**src/design/cscan_pkg.sv**
```systemverilog
// ----------------------------------------------------------------------------
// cscan_pkg
// Shared types, microcode fields and the control program of the C-SCAN core.
// ----------------------------------------------------------------------------
package cscan_pkg;

  localparam int CylW  = 16;
  localparam int StepW = 4;

  // input commands
  localparam logic [1:0] CMD_ADD   = 2'd0;
  localparam logic [1:0] CMD_RUN   = 2'd1;
  localparam logic [1:0] CMD_CLEAR = 2'd2;

  // emit sources
  localparam logic [2:0] EM_NONE    = 3'd0;
  localparam logic [2:0] EM_HEAD    = 3'd1;
  localparam logic [2:0] EM_BEST    = 3'd2;
  localparam logic [2:0] EM_BOUND_A = 3'd3;
  localparam logic [2:0] EM_BOUND_B = 3'd4;
  localparam logic [2:0] EM_FLUSH   = 3'd5;

  // phase control
  localparam logic [1:0] PH_KEEP  = 2'd0;
  localparam logic [1:0] PH_START = 2'd1;
  localparam logic [1:0] PH_NEXT  = 2'd2;

  // jump conditions
  localparam logic [2:0] C_NEXT        = 3'd0;
  localparam logic [2:0] C_ALWAYS      = 3'd1;
  localparam logic [2:0] C_IF_NOT_RUN  = 3'd2;
  localparam logic [2:0] C_IF_SCANNING = 3'd3;
  localparam logic [2:0] C_IF_FOUND    = 3'd4;
  localparam logic [2:0] C_IF_PHASE1   = 3'd5;

  // program addresses
  localparam logic [StepW-1:0] S_IDLE    = 4'd0;
  localparam logic [StepW-1:0] S_HEAD    = 4'd1;
  localparam logic [StepW-1:0] S_INIT    = 4'd2;
  localparam logic [StepW-1:0] S_SCAN    = 4'd3;
  localparam logic [StepW-1:0] S_PICK    = 4'd4;
  localparam logic [StepW-1:0] S_BRANCH  = 4'd5;
  localparam logic [StepW-1:0] S_BOUND_A = 4'd6;
  localparam logic [StepW-1:0] S_BOUND_B = 4'd7;
  localparam logic [StepW-1:0] S_FIN     = 4'd8;

  typedef struct packed {
    logic             accept;
    logic [2:0]       emit;
    logic             scan_init;
    logic             scan;
    logic [1:0]       phase_op;
    logic [2:0]       cond;
    logic [StepW-1:0] target;
  } ctrl_t;

  typedef struct packed {
    logic run_acc;
    logic scanning;
    logic found;
    logic phase1;
    logic stall;
  } status_t;

  function automatic ctrl_t ucode(input logic [StepW-1:0] step);
    ctrl_t w;
    w = '{accept: 1'b0, emit: EM_NONE, scan_init: 1'b0, scan: 1'b0,
          phase_op: PH_KEEP, cond: C_NEXT, target: S_IDLE};
    unique case (step)
      S_IDLE: begin
        w.accept = 1'b1;
        w.cond   = C_IF_NOT_RUN;
        w.target = S_IDLE;
      end
      S_HEAD: begin
        w.emit     = EM_HEAD;
        w.phase_op = PH_START;
      end
      S_INIT: w.scan_init = 1'b1;
      S_SCAN: begin
        w.scan   = 1'b1;
        w.cond   = C_IF_SCANNING;
        w.target = S_SCAN;
      end
      S_PICK: begin
        w.emit   = EM_BEST;
        w.cond   = C_IF_FOUND;
        w.target = S_INIT;
      end
      S_BRANCH: begin
        w.cond   = C_IF_PHASE1;
        w.target = S_FIN;
      end
      S_BOUND_A: w.emit = EM_BOUND_A;
      S_BOUND_B: begin
        w.emit     = EM_BOUND_B;
        w.phase_op = PH_NEXT;
        w.cond     = C_ALWAYS;
        w.target   = S_INIT;
      end
      S_FIN: begin
        w.emit   = EM_FLUSH;
        w.cond   = C_ALWAYS;
        w.target = S_IDLE;
      end
      default: begin
        w.cond   = C_ALWAYS;
        w.target = S_IDLE;
      end
    endcase
    return w;
  endfunction

endpackage

```
**src/design/cscan_seq.sv**
```systemverilog
// ----------------------------------------------------------------------------
// cscan_seq
// Step counter and control store; picks the next step from the jump field.
// ----------------------------------------------------------------------------
module cscan_seq (
  input  logic             clk,
  input  logic             rst,
  input  cscan_pkg::status_t status,
  output cscan_pkg::ctrl_t   ctrl
);
  import cscan_pkg::*;

  logic [StepW-1:0] step;
  logic [StepW-1:0] step_next;
  logic             take;
  logic [StepW-1:0] step_inc;

  assign ctrl     = ucode(step);
  assign step_inc = step + StepW'(1);

  always_comb begin
    case (ctrl.cond)
      C_NEXT:        take = 1'b0;
      C_ALWAYS:      take = 1'b1;
      C_IF_NOT_RUN:  take = !status.run_acc;
      C_IF_SCANNING: take = status.scanning;
      C_IF_FOUND:    take = status.found;
      C_IF_PHASE1:   take = status.phase1;
      default:       take = 1'b1;
    endcase
    if (status.stall) begin
      step_next = step;
    end else if (take) begin
      step_next = ctrl.target;
    end else begin
      step_next = step_inc;
    end
  end

  always_ff @(posedge clk) begin
    if (rst) begin
      step <= S_IDLE;
    end else begin
      step <= step_next;
    end
  end

endmodule

```
**src/design/cscan_dp.sv**
```systemverilog
// ----------------------------------------------------------------------------
// cscan_dp
// Request store, min-key scan unit and one-deep output hold buffer.
// ----------------------------------------------------------------------------
module cscan_dp #(
  parameter int MAX_REQUESTS = 32
) (
  input  logic                   clk,
  input  logic                   rst,
  input  cscan_pkg::ctrl_t       ctrl,
  output cscan_pkg::status_t     status,
  input  logic                   in_valid,
  input  logic [1:0]             in_cmd,
  input  logic [15:0]            in_cylinder,
  input  logic                   in_sweep_down,
  output logic                   in_ready,
  input  logic [15:0]            head_cyl,
  input  logic [15:0]            low_cyl,
  input  logic [15:0]            high_cyl,
  output logic                   out_valid,
  output logic [15:0]            out_cylinder,
  output logic                   out_last,
  input  logic                   out_ready
);
  import cscan_pkg::*;

  localparam int AW = (MAX_REQUESTS > 1) ? $clog2(MAX_REQUESTS) : 1;
  localparam int CW = $clog2(MAX_REQUESTS + 1);
  localparam int KW = CylW + AW;

  logic [CylW-1:0] mem [MAX_REQUESTS];
  logic [CylW-1:0] rdata;
  logic [CW-1:0]   count;
  logic [CW-1:0]   idx;
  logic [AW-1:0]   rd_idx;
  logic            rd_vld;
  logic            rd_en;

  logic            run_down;
  logic            phase;
  logic            prev_valid;
  logic [KW-1:0]   prev_key;
  logic            best_valid;
  logic [KW-1:0]   best_key;
  logic [CylW-1:0] best_val;

  logic            hold_valid;
  logic [CylW-1:0] hold_data;

  logic            accepted;
  logic            full;
  logic [KW-1:0]   key;
  logic            want_above;
  logic            in_region;
  logic            better;
  logic            emit_req;
  logic            flush_req;
  logic            slot_free;
  logic [CylW-1:0] emit_val;

  assign in_ready   = ctrl.accept;
  assign accepted   = in_valid && in_ready;
  assign full       = (count >= CW'(MAX_REQUESTS));
  assign rd_en      = ctrl.scan && (idx < count);

  assign key        = {rdata, rd_idx} ^ {KW{run_down}};
  assign want_above = ~(phase ^ run_down);
  assign in_region  = want_above ? (rdata > head_cyl) : (rdata < head_cyl);
  assign better     = in_region && (!prev_valid || key > prev_key) &&
                      (!best_valid || key < best_key);

  assign slot_free  = !out_valid || out_ready;
  assign flush_req  = (ctrl.emit == EM_FLUSH);
  assign emit_req   = (ctrl.emit == EM_BEST) ? best_valid :
                      (ctrl.emit != EM_NONE) && !flush_req;

  always_comb begin
    case (ctrl.emit)
      EM_HEAD:    emit_val = head_cyl;
      EM_BEST:    emit_val = best_val;
      EM_BOUND_A: emit_val = run_down ? low_cyl : high_cyl;
      EM_BOUND_B: emit_val = run_down ? high_cyl : low_cyl;
      default:    emit_val = head_cyl;
    endcase
  end

  assign status.run_acc  = accepted && (in_cmd == CMD_RUN);
  assign status.scanning = (idx < count) || rd_vld;
  assign status.found    = best_valid;
  assign status.phase1   = phase;
  assign status.stall    = (flush_req && !slot_free) ||
                           (emit_req && hold_valid && !slot_free);

  // request store
  always_ff @(posedge clk) begin
    if (accepted && in_cmd == CMD_ADD && !full) begin
      mem[count[AW-1:0]] <= in_cylinder;
    end
    if (rd_en) begin
      rdata <= mem[idx[AW-1:0]];
    end
  end

  always_ff @(posedge clk) begin
    if (rst) begin
      count      <= '0;
      idx        <= '0;
      rd_vld     <= 1'b0;
      run_down   <= 1'b0;
      phase      <= 1'b0;
      prev_valid <= 1'b0;
      best_valid <= 1'b0;
    end else begin
      if (accepted) begin
        if (in_cmd == CMD_ADD && !full) begin
          count <= count + CW'(1);
        end else if (in_cmd == CMD_CLEAR) begin
          count <= '0;
        end
        if (in_cmd == CMD_RUN) begin
          run_down <= in_sweep_down;
        end
      end
      if (ctrl.scan_init) begin
        idx        <= '0;
        rd_vld     <= 1'b0;
        best_valid <= 1'b0;
      end
      if (ctrl.scan) begin
        rd_vld <= rd_en;
        if (rd_en) begin
          idx <= idx + CW'(1);
        end
        if (rd_vld && better) begin
          best_valid <= 1'b1;
        end
      end
      if (!status.stall) begin
        if (ctrl.phase_op == PH_START) begin
          phase      <= 1'b0;
          prev_valid <= 1'b0;
        end else if (ctrl.phase_op == PH_NEXT) begin
          phase      <= 1'b1;
          prev_valid <= 1'b0;
        end
        if (ctrl.emit == EM_BEST && best_valid) begin
          prev_valid <= 1'b1;
        end
      end
    end
  end

  always_ff @(posedge clk) begin
    if (ctrl.scan && rd_en) begin
      rd_idx <= idx[AW-1:0];
    end
    if (ctrl.scan && rd_vld && better) begin
      best_key <= key;
      best_val <= rdata;
    end
    if (!status.stall && ctrl.emit == EM_BEST && best_valid) begin
      prev_key <= best_key;
    end
  end

  // output register fed through a one-deep hold stage so tlast is known
  always_ff @(posedge clk) begin
    if (rst) begin
      out_valid  <= 1'b0;
      hold_valid <= 1'b0;
    end else begin
      if (flush_req && slot_free) begin
        out_valid  <= hold_valid;
        hold_valid <= 1'b0;
      end else if (emit_req && !status.stall) begin
        hold_valid <= 1'b1;
        if (hold_valid) begin
          out_valid <= 1'b1;
        end else if (out_ready) begin
          out_valid <= 1'b0;
        end
      end else if (out_ready) begin
        out_valid <= 1'b0;
      end
    end
  end

  always_ff @(posedge clk) begin
    if (flush_req && slot_free) begin
      out_cylinder <= hold_data;
      out_last     <= 1'b1;
    end else if (emit_req && !status.stall) begin
      hold_data <= emit_val;
      if (hold_valid) begin
        out_cylinder <= hold_data;
        out_last     <= 1'b0;
      end
    end
  end

endmodule

```
**src/design/cscan_disk_request_order_core.sv**
```systemverilog
// ----------------------------------------------------------------------------
// cscan_disk_request_order_core
// C-SCAN service order generator with an APB register port.
//
//   channel   dir  transaction payload
//   s_axis    in   tuser: cmd; tdata: cylinder, sweep_down
//   m_axis    out  tdata: cylinder_out; tlast: last_of_run
//   apb       in   head cylinder, low boundary, high boundary
//
// Add, clear and unused commands are accepted back to back.
// While a run is in progress s_axis_tready stays low. Each pick is one pass
// of init, a read of every stored request from the single-port store, the
// read drain and the pick itself.
// Synchronous reset clears the counters and control; the store is not swept.
// A stalled m_axis holds the sequencer in place; no result is dropped.
// ----------------------------------------------------------------------------
module cscan_disk_request_order_core #(
  parameter int MAX_REQUESTS = 32
) (
  input  logic        clk,
  input  logic        rst,
  input  logic        s_axis_tvalid,
  output logic        s_axis_tready,
  input  logic [23:0] s_axis_tdata,   // [15:0] cylinder, [16] sweep_down
  input  logic [1:0]  s_axis_tuser,   // [1:0] cmd
  output logic        m_axis_tvalid,
  input  logic        m_axis_tready,
  output logic [15:0] m_axis_tdata,   // [15:0] cylinder_out
  output logic        m_axis_tlast,
  input  logic        psel,
  input  logic        penable,
  input  logic        pwrite,
  input  logic [3:0]  paddr,
  input  logic [31:0] pwdata,
  output logic [31:0] prdata,
  output logic        pready
);
  import cscan_pkg::*;

  localparam logic [1:0] REG_HEAD  = 2'd0;
  localparam logic [1:0] REG_FIRST = 2'd1;
  localparam logic [1:0] REG_LAST  = 2'd2;

  logic [15:0] head_cyl;
  logic [15:0] low_cyl;
  logic [15:0] high_cyl;
  logic        wr_en;
  ctrl_t       ctrl;
  status_t     status;

  assign pready = 1'b1;
  assign wr_en  = psel && penable && pwrite && pready;

  always_ff @(posedge clk) begin
    if (rst) begin
      head_cyl <= 16'd0;
      low_cyl  <= 16'd0;
      high_cyl <= 16'hFFFF;
    end else if (wr_en) begin
      unique case (paddr[3:2])
        REG_HEAD:  head_cyl <= pwdata[15:0];
        REG_FIRST: low_cyl  <= pwdata[15:0];
        REG_LAST:  high_cyl <= pwdata[15:0];
        default: ;
      endcase
    end
  end

  always_comb begin
    unique case (paddr[3:2])
      REG_HEAD:  prdata = {16'd0, head_cyl};
      REG_FIRST: prdata = {16'd0, low_cyl};
      REG_LAST:  prdata = {16'd0, high_cyl};
      default:   prdata = 32'd0;
    endcase
  end

  cscan_seq u_seq (
    .clk    (clk),
    .rst    (rst),
    .status (status),
    .ctrl   (ctrl)
  );

  cscan_dp #(
    .MAX_REQUESTS (MAX_REQUESTS)
  ) u_dp (
    .clk            (clk),
    .rst            (rst),
    .ctrl           (ctrl),
    .status         (status),
    .in_valid       (s_axis_tvalid),
    .in_cmd         (s_axis_tuser),
    .in_cylinder    (s_axis_tdata[15:0]),
    .in_sweep_down  (s_axis_tdata[16]),
    .in_ready       (s_axis_tready),
    .head_cyl       (head_cyl),
    .low_cyl        (low_cyl),
    .high_cyl       (high_cyl),
    .out_valid      (m_axis_tvalid),
    .out_cylinder   (m_axis_tdata),
    .out_last       (m_axis_tlast),
    .out_ready      (m_axis_tready)
  );

endmodule

```
**config.mk**
```make
export PLATFORM = sky130hd
export DESIGN_NAME = cscan_disk_request_order_core
export DESIGN_NICKNAME = d
export VERILOG_FILES = /design/src/design/cscan_pkg.sv /design/src/design/cscan_seq.sv /design/src/design/cscan_dp.sv /design/src/design/cscan_disk_request_order_core.sv
export SDC_FILE = /design/constraint.sdc
export NUM_CORES = 1
export LEC_CHECK = 0
export ABC_AREA = 1
export BUFFER_PORTS_ARGS = -buffer_cell sky130_fd_sc_hd__buf_2
export CORE_MARGIN = 2
export CORE_UTILIZATION = 53
export CTS_BUF_LIST = sky130_fd_sc_hd__clkbuf_16
export CTS_CLUSTER_SIZE = 12
export DETAILED_ROUTE_END_ITERATION = 10
export PLACE_DENSITY = 0.76
export SLEW_MARGIN = 10
export SYNTH_ARGS = -nofsm -noshare
export SYNTH_HDL_FRONTEND = slang
export SYNTH_SLANG_ARGS = --single-unit
```
**constraint.sdc**
```tcl
create_clock -name clk -period 5.95 [get_ports clk]
set_input_delay 0.2975 -clock clk [delete_from_list [all_inputs] [get_ports clk]]
set_output_delay 0.2975 -clock clk [all_outputs]
set_load 0.01 [all_outputs]
```
# Word-level counts from Yosys, hierarchy flattened
# Memory sizes are Yosys's and may differ from the RTL's. A register that Yosys moved wholly into a read port is not among the register bits.
# Index checks and enable logic that the tools add are counted.
[totals] reg_bits=167 ram_bits=512 inputBits=69 out_inout_bits=52 wordCells=153 mem_count=1
[memory_table] memory="u_dp.mem" depth=32 width=16 rd=1 rd_ports_with_merged_regs=1 write_ports=1 line="cscan_dp.sv:31" rtl="logic [CylW-1:0] mem [MAX_REQUESTS];"
[op_classes] add_sub_neg=3 n_lt_le_gt_ge=6 eq_ne=22 muxes=38 bitwise=4 n_reduce_logical=59
[op_table] op="case mux 16 bit (3 select lines)" count=2
[op_table] op="2-to-1 mux 16 bit" count=5
[op_table] op="case mux 7 bit (6 select lines)" count=1
[op_table] op="2-to-1 mux 6 bit" count=5
[op_table] op="logical AND 1 bit" count=23
[op_table] op="greater-than comparator 21 bit" count=1
[op_table] op="< comparator 21 bit" count=1
[op_table] op="2-to-1 mux 1 bit" count=21
[op_table] op="bitwise XOR 21 bit" count=1
[op_table] op="AND reduction 2 bit" count=10
[op_table] op="== test 4 x 3 -> 1 bit, second input constant" count=4
[op_table] op="greater-than comparator 16 bit" count=1
[op_table] op="< comparator 16 bit" count=1
[op_table] op="case mux 3 bit (5 select lines)" count=1
[op_table] op="adder 6 x 1 -> 6 bit, second input constant" count=2
[op_table] op="== test 3 x 2 -> 1 bit, second input constant" count=4
[op_table] op="== test 3 bit, second input constant" count=4
[op_table] op="nonzero test 2 bit" count=5
[op_table] op="== test 4 x 2 -> 1 bit, second input constant" count=2
[op_table] op="logical NOT 1 bit" count=8
[op_table] op="== test 2 x 1 -> 1 bit, second input constant" count=3
[op_table] op="== test 2 bit, second input constant" count=3
[op_table] op="greater-or-equal comparator 6 bit, second input constant" count=1
[op_table] op="< comparator 6 bit" count=1
[op_table] op="15 further kinds" count=22

# Depth between registers and ports, before layout
[logic_depth] depth_word=13 ltp_mapped=17 ltp_nobuf=15

# Modules after synthesis
# Synthesis repeated with hierarchy kept, for this count alone.
[unflattened] cells_unflattened=2646 area_unflattened_um2=29889.9
[modules_own_cells] module="cscan_dp" instances=1 cells_per_inst=2202 area_per_inst_um2=27002.1 seq_area_each_um2=19108.3
[modules_own_cells] module="cscan_disk_request_order_core" instances=1 cells_per_inst=359 area_per_inst_um2=2352.3 seq_area_each_um2=960.9
[modules_own_cells] module="cscan_seq" instances=1 cells_per_inst=85 area_per_inst_um2=535.5 seq_area_each_um2=80.1

# Least setup slack after synthesis
# Ideal clock, no wire load.
[synth_timing] kind="register to register" from="register u_dp.run_down" to="register u_dp.best_key[0], enable pin" setup_time_ns=0.392 arrival_time_ns=2.978 t_required_ns=5.558 path_slack_ns=2.581 stages_incl_launch_ff=16 n_path_buf=3 period_less_slack_ns=3.369 cell_sequence="dfxtp_1 clkbuf_1 buf_1 buf_2 xor2_1 ha_1 nand2_1 nor2_1 nand3_1 nor2_1 nand2_1 nand3_1 nand2_1 nand2_1 nand4_1 inv_1"
[synth_between] elab_chain_cells=6 elab_cells_between_ends=10
[synth_lines] item="start, declared" line="cscan_dp.sv:39" rtl="logic run_down;"
[synth_lines] item="start signal, assigned" line="cscan_dp.sv:121" rtl="run_down <= in_sweep_down;"
[synth_lines] item="bitwise XOR 21 bit (*)" line="cscan_dp.sv:66" rtl="assign key = {rdata, rd_idx} ^ {KW{run_down}};"
[synth_lines] item="net u_dp.key[20]" line="cscan_dp.sv:52" rtl="logic [KW-1:0] key;"
[synth_lines] item="greater-than comparator 21 bit" line="cscan_dp.sv:69" rtl="assign better = in_region && (!prev_valid || key > prev_key) &&"
[synth_lines] item="logical OR 1 bit" line="cscan_dp.sv:69"
[synth_lines] item="logical AND 1 bit" line="cscan_dp.sv:69"
[synth_lines] item="logical AND 1 bit (*)" line="cscan_dp.sv:69"
[synth_lines] item="logical AND 1 bit (*)" line="cscan_dp.sv:157" rtl="if (ctrl.scan && rd_vld && better) begin"
[synth_lines] item="end signal, assigned" line="cscan_dp.sv:158" rtl="best_key <= key;"
[synth_lines] item="end, declared" line="cscan_dp.sv:44" rtl="logic [KW-1:0] best_key;"
# Mark *: on every way through the listed nets, which the timed path passes. The rest lies on a longest branch.
# A chain may end at the register's enable or synchronous reset.

# Worst setup path in the final report
[layout_timing] from="register u_dp.run_down" to="register u_dp.best_key[19], enable pin"
# The elaborated chain is that of the path after synthesis.

==> flow_summary.ini <==
[synthesis]
yosys.area_share.simple_pct = 10.72
synthesis.area_sq_um = 29330
synth_xor_area_share_pct = 0.6569
synth-async-reset-ratio_pct = 0
ys_seq_area_share_pct = 68.69
synthAdderAreaFrac_pct = 3.114
synth_top_family_by_area = compound AO/OA/AOI/OAI gates
synth_edf_count = 623
synth_compound_area_share_pct = 12.48
syn_avg_cell_area_sq_um = 11.63
ys_types = 43
synth_warnings = 0
synth_seq_cells = 695
ys.flop_type = edfxtp_1
synthMuxAreaShare_pct = 0
synthCells = 2523

[pwr]
powerDensity_nw_per_um2 = 296.0
p_leak_nw = 11.80
ir_worst_vdd_mv = 0.2892

[run]
drv_cap = 0

[finish]
layout.nets = 2737
drive_above_1_share_pct = 9.582
utilization_pct = 59.37
finalNonFillerCells = 3335
syn2layout_area_growth_pct = 11.06

[critical_path]
path_common_cell = nand2_1
end_kind = flip-flop
arrival_ns = 3.76
cpPeakStageDelay_ns = 0.75
cp-start-kind = flip-flop
critPathKind = flip-flop to flip-flop
crit_path_max_fanout = 41
slowest_stage = dfxtp_2
required_ns = 6.18
cp_cell_sequence = buf_4 -> inv_1 -> nand2_1 -> nand2_1 -> inv_1 -> ha_1 -> nand2_1 -> nor2_1 -> nand3_1 -> nand2_1 -> nand2_1 -> nand4_1 -> inv_1 -> buf_4

[grt]
top_usage_layer = met2
met2_usage_pct = 41.44
met1_usage_pct = 32.18
grt_overflow = 0
antenna_found_initial = 4
use_met3_pct = 4.921
grt_pass1_wl_um = 109800
grtUsageTotal_pct = 25.24
grt_max_degree = 181
grt_pass1_vias = 19710

[timing]
tns_ns = 0
slew_headroom_pct = 25.89
fin_skew_ns = 0.02729
layout_setup_ws_ns = 2.423
period_share_pct = 59.27
hold_viol_final = 0
worstMarginPinSlew_ns = 1.110
drv_slew = 0
fmax_mhz = 283.5
setup_violations = 0
rsz0062_at_grt = false
period_minus_slack_ns = 3.527

[clock_network]
clk_pin_slew_worst_paths_ns = 0.06
clk_latency_ns = 0.62
clk_path_buf_depth = 3
cts-root-buf = clkbuf_16
tritoncts = yes
h-tree-depth = 3
clock-sinks = 695
cts_setup_buffers = 0
numCtsBuffers = 70

[routing]
ant_nets = 0
drt-wirelength-per-cell_um = 21.62
vias = 20170
drt_iter0_drc = 2903
drc = 0
first_pass_iters = 7
wl_um = 72110
vias_per_cell = 6.048

[hold_path]
min_path_type = input port to flip-flop

[die]
rows = 86
start_util_pct = 53.45
dieArea_sq_um = 57250
ios = 121
die_y_um = 239.3
die_w_um = 239.3
core_sq_um = 54880

[place]
dpl_worst_slack_ns = 2.454
gp_congestion = 0.8933
io_buffers = 78
place_inst = 3211
hpwl_um = 41930

[outcome]
outcome = finished, final reports clean
## through the flow
step / hold WS (ns) / power, mW / instance area, sq um
global route: 0.01944 / 9.899 / 32580
global placement: 0.4009 / 5.707 / 30380
detailed placement: 0.4045 / 5.721 / 30380
CTS: 0.01326 / 9.680 / 32580
floorplan: 0.3964 / 5.592 / 29390
finish: 0.04320 / 9.642 / 32580
## final timing paths
check	start	endpoint	slack, ns	cells after the start
setup / recovery	u_dp.run_down$_SDFFE_PP0P_	u_dp.best_key[19]$_DFFE_PP_	2.42	14
hold / removal	rst	u_dp.out_valid$_SDFF_PP0_	0.04	2
setup reg to reg	u_dp.run_down$_SDFFE_PP0P_	u_dp.best_key[19]$_DFFE_PP_	2.42	14
hold reg to reg	u_dp.hold_data[13]$_DFFE_PP_	u_dp.out_cylinder[13]$_DFFE_PP_	0.41	0
## critical path, delay by kind of cell, from the launching register on
kind | cells | cell delay, ns
adder cells (fa/ha/maj) | 1 | 0.22
buffers and inverters | 5 | 1.44
flip-flops | 1 | 0.75
AND/OR/NAND/NOR | 8 | 0.71
## power breakdown
group | leakage (nW) | switching [mW] | internal, mW
clock | 1.08 | 1.78 | 2.23
combinational | 4.52 | 0.210 | 0.0807
sequential | 6.20 | 0.0148 | 5.33
total | 11.8 | 2.01 | 7.64
## synthesized netlist by cell type, types with 22 or more instances
| library cell | instances | area [sq um] |
|---|---|---|
| nand2_1 | 262 | 983.4 |
| o21ai_0 | 324 | 1622 |
| o211ai_1 | 25 | 187.7 |
| a21oi_1 | 109 | 545.5 |
| clkbuf_1 | 110 | 412.9 |
| nor2_1 | 398 | 1494 |
| o22ai_1 | 102 | 638.1 |
| ha_1 | 73 | 913.4 |
| nand3_1 | 62 | 310.3 |
| a31oi_1 | 23 | 143.9 |
| edfxtp_1 | 623 | 18710 |
| o221ai_1 | 36 | 315.3 |
| inv_1 | 150 | 563.0 |
| dfxtp_1 | 72 | 1441 |
| xor2_1 | 22 | 192.7 |
## routing by layer
metal / vias to the layer above / share of wire, %
li1: 9148 / -
met5: - / 0.074
met3: 206 / 9.7
met4: 8 / 5.0
met2: 1104 / 48
met1: 9703 / 38
## registers in the layout (all words and copies together), names as in the netlist
register,cells
u_dp.mem,512
u_dp.best_key,21
u_dp.count,6
u_dp.run_down,1
head_cyl,16
u_dp.best_val,16
u_seq.step,4
u_dp.prev_valid,1
u_dp.prev_key,21
u_dp.rdata,16
u_dp.phase,1
u_dp.best_valid,1
u_dp.out_valid,1
high_cyl,16
u_dp.idx,6
u_dp.out_last,1
u_dp.rd_vld,1
u_dp.hold_valid,1
low_cyl,16
u_dp.rd_idx,5
u_dp.hold_data,16
u_dp.out_cylinder,16
## cells in the final DEF, fill, tap and decap left out, drive strengths merged, types with 2 or more instances in the layout
master	n
edfxtp	623
nor2	405
o21ai	330
nand2	272
inv	182
buf	120
a21oi	109
o22ai	102
ha	73
clkbuf	72
dfxtp	72
nand3	66
o221ai	36
o211ai	25
a31oi	23
xor2	22
conb	17
dlygate4sd3	16
nor3	14
clkinv	13
o21bai	7
nand4	6
o2111ai	5
and3	5
a21o	4
nor4	4
o21a	2
## kinds of logic (layout without fill, tap and decap cells)
kind of cell	after synthesis	after routing
compound gates	647	647
xor+xnor	22	22
fa+ha+maj	73	73
buf+inv	312	404
flops	695	695
other cells	2	18
simple gates	772	772
## final cells by class
| class | instances | area, sq um |
|---|---|---|
| antenna | 1 | 2.502 |
| clock buffer | 72 | 1802 |
| clock inverter | 35 | 237.7 |
| fill | 4185 | 22300 |
| inverter | 161 | 609.3 |
| multi-input combinational | 1531 | 7999 |
| sequential | 695 | 20160 |
| tap | 704 | 880.8 |
| timing repair buffer | 136 | 890.9 |
## timing repair
action | CTS | global route
resized for setup | 0 | 0
hold buffers | 16 | 0
hold endpoints to repair | 29 | 0
Note: power is estimated with default switching activity, not from simulation.
